### src/slpsf_pkg.sv
// shared widths, codes and types of the slip leg unit
package slpsf_pkg;

    localparam int CfgW     = 21;
    localparam int KW       = 16;
    localparam int WordW    = 32;
    localparam int MulW     = 34;
    localparam int ProdW    = 68;
    localparam int SrcW     = 84;
    localparam int RemW     = 36;
    localparam int CntW     = 7;
    localparam int SqrtSteps = 34;
    localparam int DivSteps  = 84;

    // register indexes
    localparam logic [1:0] REG_REST_LEN  = 2'd0;
    localparam logic [1:0] REG_STIFF     = 2'd1;
    localparam logic [1:0] REG_TD_HEIGHT = 2'd2;
    localparam logic [1:0] REG_REACH     = 2'd3;

    // velocity sign codes
    localparam logic [1:0] SIGN_NEG  = 2'b11;
    localparam logic [1:0] SIGN_ZERO = 2'b00;
    localparam logic [1:0] SIGN_POS  = 2'b01;

    typedef struct packed {
        logic start;
        logic is_sqrt;
    } rsu_ctrl_t;

endpackage

### src/slpsf_mul.sv
// shared registered 34x34 unsigned multiplier
module slpsf_mul
    import slpsf_pkg::*;
(
    input  logic             clk,
    input  logic [MulW-1:0]  a,
    input  logic [MulW-1:0]  b,
    output logic [ProdW-1:0] p
);

    logic [ProdW-1:0] p_reg;

    // product register
    always_ff @(posedge clk)
    begin
        p_reg <= a * b;
    end

    assign p = p_reg;

endmodule

### src/slpsf_rsu.sv
// restoring compare-subtract unit for square root and division
module slpsf_rsu
    import slpsf_pkg::*;
(
    input  logic            clk,
    input  logic            rst_n,
    input  rsu_ctrl_t       ctrl,
    input  logic [SrcW-1:0] src,
    input  logic [MulW-1:0] dvsr,
    output logic            done,
    output logic [SrcW-1:0] quo
);

    logic            busy_reg, busy_next;
    logic            done_reg, done_next;
    logic            sqrt_reg, sqrt_next;
    logic [CntW-1:0] cnt_reg, cnt_next;
    logic [SrcW-1:0] src_reg, src_next;
    logic [RemW-1:0] rem_reg, rem_next;
    logic [SrcW-1:0] q_reg, q_next;
    logic [RemW-1:0] rem_sh, trial, diff;
    logic            geq;

    // one digit step: shift in, trial subtract
    always_comb
    begin
        if (sqrt_reg)
        begin
            rem_sh = {rem_reg[RemW-3:0], src_reg[SrcW-1 -: 2]};
            trial  = {q_reg[RemW-3:0], 2'b01};
        end
        else
        begin
            rem_sh = {rem_reg[RemW-2:0], src_reg[SrcW-1]};
            trial  = {{(RemW-MulW){1'b0}}, dvsr};
        end
        geq  = (rem_sh >= trial);
        diff = rem_sh - trial;
    end

    // step sequencing
    always_comb
    begin
        busy_next = busy_reg;
        done_next = 1'b0;
        sqrt_next = sqrt_reg;
        cnt_next  = cnt_reg;
        src_next  = src_reg;
        rem_next  = rem_reg;
        q_next    = q_reg;
        if (ctrl.start)
        begin
            busy_next = 1'b1;
            sqrt_next = ctrl.is_sqrt;
            cnt_next  = ctrl.is_sqrt ? CntW'(SqrtSteps) : CntW'(DivSteps);
            src_next  = src;
            rem_next  = '0;
            q_next    = '0;
        end
        else if (busy_reg)
        begin
            rem_next = geq ? diff : rem_sh;
            q_next   = {q_reg[SrcW-2:0], geq};
            src_next = sqrt_reg ? {src_reg[SrcW-3:0], 2'b00} : {src_reg[SrcW-2:0], 1'b0};
            cnt_next = cnt_reg - 1'b1;
            if (cnt_reg == CntW'(1))
            begin
                busy_next = 1'b0;
                done_next = 1'b1;
            end
        end
    end

    // control registers
    always_ff @(posedge clk or negedge rst_n)
    begin
        if (!rst_n)
        begin
            busy_reg <= 1'b0;
            done_reg <= 1'b0;
            cnt_reg  <= '0;
        end
        else
        begin
            busy_reg <= busy_next;
            done_reg <= done_next;
            cnt_reg  <= cnt_next;
        end
    end

    // datapath registers
    always_ff @(posedge clk)
    begin
        sqrt_reg <= sqrt_next;
        src_reg  <= src_next;
        rem_reg  <= rem_next;
        q_reg    <= q_next;
    end

    assign done = done_reg;
    assign quo  = q_reg;

endmodule

### src/slip_leg_phase_and_spring_force_unit.sv
// slip leg phase tracker and spring force unit, top level
// flight beat: decided at accept, then loaded from the done state once the output slot is free
// stance beat: leg length from the shared restoring unit in 34 root steps, then 84 quotient
// steps per force component; at zero leg length the force divisions are skipped
// one beat in work at a time; s_tready is high only while idle
// rst_n async low: flight, armed, last velocity sign negative, default regs
module slip_leg_phase_and_spring_force_unit
    import slpsf_pkg::*;
(
    input  logic         clk,
    input  logic         rst_n,
    input  logic         s_tvalid,
    output logic         s_tready,
    input  logic [159:0] s_tdata,   // mass_x, mass_z, mass_vz, foot_x, foot_z
    output logic         m_tvalid,
    input  logic         m_tready,
    output logic [95:0]  m_tdata,   // force_x, force_z, foot_target_x
    output logic [2:0]   m_tuser,   // in_stance, place_foot, unstable
    input  logic         cfg_wr_en,
    input  logic [1:0]   cfg_index,
    input  logic [20:0]  cfg_data
);

    localparam logic [3:0] ST_IDLE = 4'd0;
    localparam logic [3:0] ST_SQX  = 4'd1;
    localparam logic [3:0] ST_SQZ  = 4'd2;
    localparam logic [3:0] ST_SUM  = 4'd3;
    localparam logic [3:0] ST_SQRT = 4'd4;
    localparam logic [3:0] ST_SPR  = 4'd5;
    localparam logic [3:0] ST_SPW  = 4'd6;
    localparam logic [3:0] ST_P0   = 4'd7;
    localparam logic [3:0] ST_P1   = 4'd8;
    localparam logic [3:0] ST_P2   = 4'd9;
    localparam logic [3:0] ST_DIV  = 4'd10;
    localparam logic [3:0] ST_DONE = 4'd11;

    logic [3:0]      state_reg, state_next;
    logic [CfgW-1:0] l0_reg, td_reg, reach_reg;
    logic [KW-1:0]   k_reg;
    logic            stance_reg, stance_next;
    logic            armed_reg, armed_next;
    logic [1:0]      sign_reg, sign_next;

    logic [32:0]     dx_reg, dx_next, dz_reg, dz_next;
    logic [ProdW-1:0] sqx_reg, sqx_next, plo_reg, plo_next;
    logic [MulW-1:0] len_reg, len_next;
    logic [49:0]     spr_reg, spr_next;
    logic            sneg_reg, sneg_next;
    logic            comp_reg, comp_next;
    logic [WordW-1:0] fx_reg, fx_next, fz_reg, fz_next, tgt_reg, tgt_next;
    logic            place_reg, place_next, unst_reg, unst_next;

    logic            mv_reg, mv_next;
    logic [95:0]     md_reg, md_next;
    logic [2:0]      mu_reg, mu_next;

    logic signed [31:0] in_mx, in_mz, in_vz, in_fx, in_fz;
    logic [1:0]      vsign;
    logic            rearm, armed_eff, touch;
    logic [32:0]     tsum;
    logic [32:0]     ax, az, dsel;
    logic            dneg;
    logic signed [35:0] sdiff;
    logic [35:0]     sdiff_abs;
    logic [MulW-1:0] mul_a, mul_b;
    logic [ProdW-1:0] mul_p;
    rsu_ctrl_t       rsu_ctrl;
    logic [SrcW-1:0] rsu_src, rsu_quo, prod;
    logic            rsu_done;
    logic            cneg, big;
    logic [WordW-1:0] sat;

    assign in_mx = s_tdata[31:0];
    assign in_mz = s_tdata[63:32];
    assign in_vz = s_tdata[95:64];
    assign in_fx = s_tdata[127:96];
    assign in_fz = s_tdata[159:128];

    // flight decision terms
    always_comb
    begin
        if (in_vz > 0)
            vsign = SIGN_POS;
        else if (in_vz < 0)
            vsign = SIGN_NEG;
        else
            vsign = SIGN_ZERO;
        rearm = (vsign != sign_reg) &&
                ($signed({in_mz[31], in_mz}) > $signed({12'b0, reach_reg}));
        armed_eff = armed_reg | rearm;
        touch = (in_vz < 0) &&
                ($signed({in_mz[31], in_mz}) <= $signed({12'b0, td_reg})) && armed_eff;
        tsum = {in_mx[31], in_mx} + {12'b0, reach_reg};
    end

    // magnitudes and spring term
    always_comb
    begin
        ax = dx_reg[32] ? (33'd0 - dx_reg) : dx_reg;
        az = dz_reg[32] ? (33'd0 - dz_reg) : dz_reg;
        dsel = comp_reg ? az : ax;
        dneg = comp_reg ? dz_reg[32] : dx_reg[32];
        sdiff = $signed({15'b0, l0_reg}) - $signed({2'b0, len_reg});
        sdiff_abs = sdiff[35] ? (36'd0 - sdiff) : sdiff;
    end

    // multiplier operand select
    always_comb
    begin
        case (state_reg)
            ST_SQX:  begin mul_a = {1'b0, ax}; mul_b = {1'b0, ax}; end
            ST_SQZ:  begin mul_a = {1'b0, az}; mul_b = {1'b0, az}; end
            ST_SPR:  begin mul_a = {18'b0, k_reg}; mul_b = sdiff_abs[MulW-1:0]; end
            ST_P0:   begin mul_a = spr_reg[MulW-1:0]; mul_b = {1'b0, dsel}; end
            ST_P1:   begin mul_a = {18'b0, spr_reg[49:MulW]}; mul_b = {1'b0, dsel}; end
            default: begin mul_a = '0; mul_b = '0; end
        endcase
    end

    slpsf_mul u_mul (
        .clk (clk),
        .a   (mul_a),
        .b   (mul_b),
        .p   (mul_p)
    );

    // restoring unit feed
    always_comb
    begin
        prod = {16'b0, plo_reg} + {mul_p[49:0], 34'b0};
        rsu_ctrl.start   = (state_reg == ST_SUM) || (state_reg == ST_P2);
        rsu_ctrl.is_sqrt = (state_reg == ST_SUM);
        if (state_reg == ST_SUM)
            rsu_src = {2'b0, {1'b0, sqx_reg[64:0]} + {1'b0, mul_p[64:0]}, 16'b0};
        else
            rsu_src = prod;
    end

    slpsf_rsu u_rsu (
        .clk   (clk),
        .rst_n (rst_n),
        .ctrl  (rsu_ctrl),
        .src   (rsu_src),
        .dvsr  (len_reg),
        .done  (rsu_done),
        .quo   (rsu_quo)
    );

    // quotient saturation
    always_comb
    begin
        cneg = sneg_reg ^ dneg;
        big  = |rsu_quo[SrcW-1:40];
        if (cneg)
        begin
            if (big || (rsu_quo[39:0] >= 40'h0080000000))
                sat = 32'h80000000;
            else
                sat = 32'd0 - rsu_quo[31:0];
        end
        else
        begin
            if (big || (rsu_quo[39:0] >= 40'h007FFFFFFF))
                sat = 32'h7FFFFFFF;
            else
                sat = rsu_quo[31:0];
        end
    end

    // sequencer
    always_comb
    begin
        state_next  = state_reg;
        stance_next = stance_reg;
        armed_next  = armed_reg;
        sign_next   = sign_reg;
        dx_next     = dx_reg;
        dz_next     = dz_reg;
        sqx_next    = sqx_reg;
        plo_next    = plo_reg;
        len_next    = len_reg;
        spr_next    = spr_reg;
        sneg_next   = sneg_reg;
        comp_next   = comp_reg;
        fx_next     = fx_reg;
        fz_next     = fz_reg;
        tgt_next    = tgt_reg;
        place_next  = place_reg;
        unst_next   = unst_reg;
        mv_next     = mv_reg & ~m_tready;
        md_next     = md_reg;
        mu_next     = mu_reg;
        case (state_reg)
            ST_IDLE:
            begin
                if (s_tvalid)
                begin
                    sign_next  = vsign;
                    fx_next    = '0;
                    fz_next    = '0;
                    tgt_next   = '0;
                    place_next = 1'b0;
                    unst_next  = 1'b0;
                    dx_next    = {in_mx[31], in_mx} - {in_fx[31], in_fx};
                    dz_next    = {in_mz[31], in_mz} - {in_fz[31], in_fz};
                    if (!stance_reg)
                    begin
                        armed_next = armed_eff;
                        state_next = ST_DONE;
                        if (touch)
                        begin
                            place_next  = 1'b1;
                            stance_next = 1'b1;
                            tgt_next    = (!tsum[32] && tsum[31]) ? 32'h7FFFFFFF
                                                                  : tsum[31:0];
                        end
                        else if ($signed({in_mz[31], in_mz}) <
                                 $signed({12'b0, td_reg}))
                        begin
                            unst_next = 1'b1;
                        end
                    end
                    else
                    begin
                        state_next = ST_SQX;
                    end
                end
            end
            ST_SQX:  state_next = ST_SQZ;
            ST_SQZ:
            begin
                sqx_next   = mul_p;
                state_next = ST_SUM;
            end
            ST_SUM:  state_next = ST_SQRT;
            ST_SQRT:
            begin
                if (rsu_done)
                begin
                    len_next   = rsu_quo[MulW-1:0];
                    state_next = ST_SPR;
                end
            end
            ST_SPR:
            begin
                sneg_next = sdiff[35];
                comp_next = 1'b0;
                if (len_reg >= {13'b0, l0_reg})
                begin
                    stance_next = 1'b0;
                    armed_next  = 1'b0;
                end
                state_next = (len_reg == '0) ? ST_DONE : ST_SPW;
            end
            ST_SPW:
            begin
                spr_next   = mul_p[49:0];
                state_next = ST_P0;
            end
            ST_P0:   state_next = ST_P1;
            ST_P1:
            begin
                plo_next   = mul_p;
                state_next = ST_P2;
            end
            ST_P2:   state_next = ST_DIV;
            ST_DIV:
            begin
                if (rsu_done)
                begin
                    if (!comp_reg)
                    begin
                        fx_next    = sat;
                        comp_next  = 1'b1;
                        state_next = ST_P0;
                    end
                    else
                    begin
                        fz_next    = sat;
                        state_next = ST_DONE;
                    end
                end
            end
            ST_DONE:
            begin
                // load output beat once the slot is free
                if (!mv_reg || m_tready)
                begin
                    mv_next    = 1'b1;
                    md_next    = {tgt_reg, fz_reg, fx_reg};
                    mu_next    = {unst_reg, place_reg, stance_reg};
                    state_next = ST_IDLE;
                end
            end
            default: state_next = ST_IDLE;
        endcase
    end

    // configuration registers
    always_ff @(posedge clk or negedge rst_n)
    begin
        if (!rst_n)
        begin
            l0_reg    <= CfgW'(65536);
            k_reg     <= KW'(25000);
            td_reg    <= CfgW'(62703);
            reach_reg <= CfgW'(19040);
        end
        else if (cfg_wr_en)
        begin
            case (cfg_index)
                REG_REST_LEN:  l0_reg    <= cfg_data;
                REG_STIFF:     k_reg     <= cfg_data[KW-1:0];
                REG_TD_HEIGHT: td_reg    <= cfg_data;
                REG_REACH:     reach_reg <= cfg_data;
                default:       l0_reg    <= l0_reg;
            endcase
        end
    end

    // control state
    always_ff @(posedge clk or negedge rst_n)
    begin
        if (!rst_n)
        begin
            state_reg  <= ST_IDLE;
            stance_reg <= 1'b0;
            armed_reg  <= 1'b1;
            sign_reg   <= SIGN_NEG;
            comp_reg   <= 1'b0;
            mv_reg     <= 1'b0;
        end
        else
        begin
            state_reg  <= state_next;
            stance_reg <= stance_next;
            armed_reg  <= armed_next;
            sign_reg   <= sign_next;
            comp_reg   <= comp_next;
            mv_reg     <= mv_next;
        end
    end

    // payload registers
    always_ff @(posedge clk)
    begin
        dx_reg    <= dx_next;
        dz_reg    <= dz_next;
        sqx_reg   <= sqx_next;
        plo_reg   <= plo_next;
        len_reg   <= len_next;
        spr_reg   <= spr_next;
        sneg_reg  <= sneg_next;
        fx_reg    <= fx_next;
        fz_reg    <= fz_next;
        tgt_reg   <= tgt_next;
        place_reg <= place_next;
        unst_reg  <= unst_next;
        md_reg    <= md_next;
        mu_reg    <= mu_next;
    end

    assign s_tready = (state_reg == ST_IDLE);
    assign m_tvalid = mv_reg;
    assign m_tdata  = md_reg;
    assign m_tuser  = mu_reg;

endmodule

### config.mk
export PLATFORM = sky130hd
export DESIGN_NAME = slip_leg_phase_and_spring_force_unit
export DESIGN_NICKNAME = d
export VERILOG_FILES = /design/src/slpsf_pkg.sv /design/src/slpsf_mul.sv /design/src/slpsf_rsu.sv /design/src/slip_leg_phase_and_spring_force_unit.sv
export SDC_FILE = /design/constraint.sdc
export NUM_CORES = 2
export LEC_CHECK = 0
export BUFFER_PORTS_ARGS = -buffer_cell sky130_fd_sc_hd__buf_2
export CAP_MARGIN = 20
export CORE_UTILIZATION = 43
export DETAILED_ROUTE_END_ITERATION = 6
export PLACE_DENSITY_LB_ADDON = 0.25
export SLEW_MARGIN = 20
export SYNTH_ARGS = -nofsm -noshare
export SYNTH_HDL_FRONTEND = slang
export SYNTH_SLANG_ARGS = --single-unit
### constraint.sdc
create_clock -name clk -period 25.2 [get_ports clk]
set_clock_uncertainty 0.15 [all_clocks]
set_input_delay 5.04 -clock clk [delete_from_list [all_inputs] [get_ports clk]]
set_output_delay 5.04 -clock clk [all_outputs]
set_load 0.01 [all_outputs]
== Word level (Yosys, flattened, before mapping) ==
Index checks and enable logic that the tools add are counted.

* $lt $le $gt $ge: 9
* Mux-type cells: 57
* Reductions and logical operators: 35
* Equal/unequal tests: 24
* Add/subtract/negate cells: 12
* Multipliers: 1
* Bitwise logic cells: 5

{| class="wikitable"
|+ Operator list
! cell !! count
|-
| two-way mux 84 bit || 4
|-
| two-way mux 32 bit || 8
|-
| case mux 34 bit (5 select lines) || 1
|-
| case mux 34 bit (4 select lines) || 1
|-
| case mux 32 bit (2 select lines) || 2
|-
| two-way mux 33 bit || 3
|-
| adder 68 x 84 -> 84 bit || 1
|-
| two-way mux 36 bit || 2
|-
| multiplier 34 x 34 -> 68 bit || 1
|-
| adder 65 x 65 -> 66 bit || 1
|-
| subtractor 1 x 33 -> 33 bit, first input constant || 2
|-
| subtractor 32 x 32 -> 33 bit || 2
|-
| case mux 4 bit (12 select lines) || 1
|-
| OR reduction 44 bit || 1
|-
| greater-or-equal comparator 40 x 31 -> 1 bit, second input constant || 1
|-
| greater-or-equal comparator 40 x 32 -> 1 bit, second input constant || 1
|-
| greater-or-equal comparator 36 bit || 1
|-
| two-way mux 35 bit || 1
|-
| subtractor 21 x 34 -> 35 bit || 1
|-
| subtractor 35 bit || 1
|-
| greater-or-equal comparator 34 x 21 -> 1 bit || 1
|-
| zero test 34 bit || 1
|-
| two-way mux 34 bit || 1
|-
| subtractor 1 x 34 -> 34 bit, first input constant || 1
|-
| other kinds (39) || 103
|}

* Word-level logic and storage cells: 176
* Register bits: 851
* Input port bits: 188
* Output and inout bits: 101

== Longest topological paths before layout ==
* Depth in word-level cells: 11
* Depth in mapped cells: 44
* Mapped depth without buffers: 41

== By module ==
From an unflattened synthesis, not the netlist that was laid out.

* Cell total of the unflattened synthesis: 9,023
* Area, all modules: 86,934.6 um2

{| class="wikitable"
|+ By module, submodules not included
! module !! area an instance (um2) !! sequential area each (um2) !! instances !! cells each
|-
| slpsf_mul || 38,553.2 || 1,361.3 || 1 || 4,235
|-
| slip_leg_phase_and_spring_force_unit || 36,525.0 || 16,704.8 || 1 || 3,578
|-
| slpsf_rsu || 11,856.4 || 5,159.9 || 1 || 1,210
|}

== Worst setup path before layout ==
No wires, ideal clock.

* Path type: register to register
* From: reg state_reg[0]
* To: reg u_mul.p_reg[62], in the netlist u_mul.p[62]
* Setup slack: 13.712 ns
* Library setup time: 0.072 ns
* Clock period less this slack: 11.488 ns
* Cell stages (with the launch flop): 37
* Path buffers: 4
* Data required time: 24.978 ns
* Arrival time: 11.266 ns
* Path through: dfrtp_1 -> clkbuf_1 -> nor3_1 -> clkbuf_1 -> nand2_1 -> nand3_1 -> or2_2 -> clkbuf_1 -> clkbuf_1 -> nand2_1 -> fa_1 -> inv_1 -> fa_1 -> inv_1 -> fa_1 -> inv_1 -> fa_1 -> inv_1 -> fa_1 -> inv_1 -> fa_1 -> fa_1 -> inv_1 -> fa_1 -> inv_1 -> ha_1 -> and3_1 -> nand2_1 -> or4_1 -> o21ai_0 -> o211ai_1 -> and2_1 -> o31ai_1 -> a31oi_1 -> a211o_1 -> o21ai_0 -> xor2_1

* Cells in the longest elaborated chain, start to end: 4
* Elaborated cells on any way between the ends: 9
* Classes of those cells: mul (1); eq/ne (5); mux (2); reduce/logical (1)

{| class="wikitable"
|+ RTL lines
! what !! RTL line !! text
|-
| from (decl) || slip_leg_phase_and_spring_force_unit.sv:37 || <nowiki>logic [3:0] state_reg, state_next;</nowiki>
|-
| from (signal assigned) || slip_leg_phase_and_spring_force_unit.sv:335 || <nowiki>state_reg <= state_next;</nowiki>
|-
| == test 4 bit / == test 4 x 3 -> 1 bit (equally long branches) || slip_leg_phase_and_spring_force_unit.sv:110 || <nowiki>case (state_reg)</nowiki>
|-
| OR reduction 2 bit (no line) || -- ||
|-
| case mux 34 bit (4 select lines) || slip_leg_phase_and_spring_force_unit.sv:110 ||
|-
| multiplier 34 x 34 -> 68 bit * || slpsf_mul.sv:16 || <nowiki>p_reg <= a * b;</nowiki>
|-
| to (signal assigned) || slpsf_mul.sv:16 ||
|-
| to (decl) || slpsf_mul.sv:11 || <nowiki>logic [ProdW-1:0] p_reg;</nowiki>
|}

Mark *: on every way between the ends. The rest lies on a longest branch, timed or not.
A chain may end at the register's enable or synchronous reset.

== Final worst setup path ==
* From: reg len_reg[0]
* To: reg u_mul.p_reg[62], in the netlist u_mul.p[62]

* Cells in the longest elaborated chain, start to end: 5

{| class="wikitable"
|+ RTL lines
! what !! RTL line !! text
|-
| from (decl) || slip_leg_phase_and_spring_force_unit.sv:46 || <nowiki>logic [MulW-1:0] len_reg, len_next;</nowiki>
|-
| from (signal assigned) || slip_leg_phase_and_spring_force_unit.sv:351 || <nowiki>len_reg <= len_next;</nowiki>
|-
| subtractor 21 x 34 -> 35 bit * || slip_leg_phase_and_spring_force_unit.sv:103 || <nowiki>sdiff = $signed({15'b0, l0_reg}) - $signed({2'b0, len_reg});</nowiki>
|-
| subtractor 1 x 34 -> 34 bit || slip_leg_phase_and_spring_force_unit.sv:104 || <nowiki>sdiff_abs = sdiff[35] ? (36'd0 - sdiff) : sdiff;</nowiki>
|-
| two-way mux 34 bit * || slip_leg_phase_and_spring_force_unit.sv:104 ||
|-
| case mux 34 bit (4 select lines) * || slip_leg_phase_and_spring_force_unit.sv:110 ||
|-
| multiplier 34 x 34 -> 68 bit * || slpsf_mul.sv:16 ||
|}

Marks and branches as above.

==> flow_metrics.tcl <==
set metrics [dict create \
    holdPathStages 0 \
    worstPathMaxFanout 34 \
    r2r-start "len_reg[0]" \
    cts_root_buf "clkbuf_16" \
    crit_arrival_ns 14.19 \
    rrSetupSlack_ns 11.54 \
    finalSetupTns_ns 0 \
    row_count 164 \
    h-tree-depth 3 \
    r2r-end "u_mul.p[62]" \
    hp-class "reg -> reg" \
    ys_types 107 \
    core_um2 200000 \
    fp.dieW_um 452 \
    async_flop_share 0.115 \
    start_util 0.434 \
    yosys.area.top_type "fa_1" \
    final-max-slew-violation-count 0 \
    die_h_um 452 \
    vias_per_cell 5.74 \
    yosys.area.top_type_share 0.236 \
    die-area_um2 204000 \
    synth_flop_cell "edfxtp_1" \
    first_iter_violations 6714 \
    synth_edf_count 566 \
    cp_common_cell "fa_1" \
    min_from "u_mul.p[66]" \
    cp.required_ns 25.73 \
    gp_congestion 1.05 \
    hpwl_um 234000 \
    areaGrowthSynthToFinish_pct 9.52 \
    drt-pass1-iter-count 7 \
    nNetsFinal 11100 \
    grt_pass1_wl_um 448000 \
    drive_above_1_share 0.0969 \
    dpl_cell_area_um2 91600 \
    syn_avg_cell_area_um2 9.46 \
    cts_max_path_buffers 3 \
    post_cts_resized 0 \
    synthTopCellsByCount "1409 x inv_1, 1162 x nand2_1, 1027 x fa_1" \
    period_minus_slack_ns 13.66 \
    p_per_area_nw_per_um2 38.7 \
    crit_type "reg -> reg" \
    cts_tree "yes" \
    mappedNetlistArea_um2 86900 \
    grt_max_degree 100 \
    slowest_delay_ns 0.63 \
    fill_cells 18900 \
    yosysSeqAreaShare 0.267 \
    hold_ws_ns 0.255 \
    worst_pin_slew_ns 1.19 \
    largest_reg_flops 96 \
    final-setup-viol-count 0 \
    final_util 0.475 \
    timing.slew.headroom 0.203 \
    numCtsBuffers 99 \
    maxCapViolations 0 \
    worstSetupEndpointType "register" \
    ir_drop_mv 0.0563 \
    ys_seq_elements 851 \
    ys_top_cells_by_area "fa_1 24%, edfxtp_1 20%, ha_1 8.3%" \
    rsz0062_at_grt "no" \
    drc_errors 0 \
    synthCells 9189 \
    post-route-period-util 0.542 \
    hold_buffers 0 \
    finalHoldViolCount 0 \
    cts_setup_buffers 0 \
    design_area_um2 95200 \
    start_kind "register" \
    vias 69300 \
    wire_per_inst_um 24.9 \
    drtAntennaViolNets 0 \
    worstSkewPairLatency_ns 0.77 \
    io_pins 289 \
    antenna_found_initial 18 \
    slowest_stage "nor2_1" \
    clk_pin_slew_ns 0.06 \
    status "complete, no violations" \
    ys_warn_count 0 \
    p_leak_nw 44.4 \
    wirelength_um 301000 \
    grt-ovfl-total 0 \
    ff2ff_path_depth 41 \
    first_global_vias 70200 \
    clock_sinks 851 \
    grtUsageTotal 0.293 \
    fmax_mhz 73.2 \
    yosysMostFrequentCell "inv_1" \
    io_buffers 288 \
    hold_end "plo_reg[66]" \
]
routing by layer:
layer	part of all wire	global-route usage
met5	0.000087	0
met3	0.091	0.0640
met2	0.44	0.457
met4	0.054	0.137
met1	0.41	0.389
report_power, final:
part | internal, W | switching, W | leakage, nW
sequential | 0.00151 | 0.0000314 | 8.05
clock | 0.000939 | 0.000654 | 1.73
combinational | 0.000198 | 0.000346 | 34.6
cells by family (layout without fill, tap and decap cells):
| family | Yosys count | after routing | share of synthesized area |
|---|---|---|---|
| simple gates | 2580 | 2580 | 0.132 |
| compound gates | 1576 | 1576 | 0.120 |
| xor+xnor | 373 | 373 | 0.0378 |
| buf+inv | 1852 | 2054 | 0.0807 |
| fa+ha+maj | 1601 | 1601 | 0.319 |
| mux | 354 | 354 | 0.0425 |
| other cells | 2 | 24 | 0.0000864 |
| flops | 851 | 851 | 0.267 |
worst max-delay path: cells and delay by family, from the launching register on:
family | cells | cell delay [ns]
adder cells (fa/ha/maj) | 11 | 4.99
AO/OA/AOI/OAI | 12 | 3.72
AND/OR/NAND/NOR | 7 | 2.37
buffers and inverters | 9 | 1.33
XOR/XNOR | 2 | 0.56
flip-flops | 1 | 0.42
stage by stage:
step	setup slack, ns	instances	total power (W)
after floorplan	13.71	9205	0.00191
after global placement	12.00	11900	0.00209
after detailed placement	11.74	11900	0.00210
after CTS	11.80	12100	0.00370
after global routing	10.88	12100	0.00380
final	11.54	12100	0.00368
layout by cell type (no fill, tap or decap), types with 21 or more instances in the layout:
| master | count |
|---|---|
| o21a_1 | 63 |
| nand2b_1 | 53 |
| ha_1 | 574 |
| o21ai_0 | 283 |
| edfxtp_1 | 566 |
| xnor2_1 | 207 |
| nand3_1 | 119 |
| o41ai_1 | 21 |
| buf_4 | 167 |
| dfrtp_1 | 70 |
| or3_1 | 30 |
| fa_1 | 1027 |
| a21oi_1 | 409 |
| a21o_1 | 194 |
| dfxtp_1 | 187 |
| o22ai_1 | 31 |
| o31ai_1 | 44 |
| nand4_1 | 68 |
| mux2i_1 | 232 |
| buf_2 | 287 |
| nor3_1 | 118 |
| and2_1 | 91 |
| clkbuf_1 | 22 |
| o21bai_1 | 63 |
| a311oi_1 | 22 |
| clkbuf_16 | 101 |
| and3_1 | 47 |
| a31oi_1 | 51 |
| nor4_1 | 60 |
| mux2_2 | 122 |
| a211oi_1 | 78 |
| nor2b_1 | 55 |
| nand2_1 | 1157 |
| o211ai_1 | 66 |
| nor2_1 | 646 |
| a221o_1 | 21 |
| dfstp_2 | 27 |
| or2_2 | 27 |
| xor2_1 | 162 |
| inv_1 | 1406 |
worst max-delay path by stage:
stage	cells past startpoint	start	to	slack [ns]
3_3_place_gp	41	len_reg[0]	u_mul.p[62]	12.00
2_1_floorplan	36	state_reg[0]	u_mul.p[62]	13.71
6_report	41	len_reg[0]	u_mul.p[62]	11.54
4_1_cts	41	len_reg[0]	u_mul.p[62]	11.80
5_1_grt	41	len_reg[0]	u_mul.p[64]	10.88
3_5_place_dp	41	len_reg[0]	u_mul.p[62]	11.74
layout make-up:
type,instances,area [um2],share of cell area
Antenna cell,6,15.0,0.000158
Clock inverter,63,971,0.0102
Sequential cell,851,23200,0.244
Multi-Input combinational cell,6502,57000,0.599
Clock buffer,125,2640,0.0277
Inverter,1411,5300,0.0557
Timing Repair Buffer,455,2710,0.0285
Tap cell,2656,3320,0.0349
(Power assumes the default switching activity.)
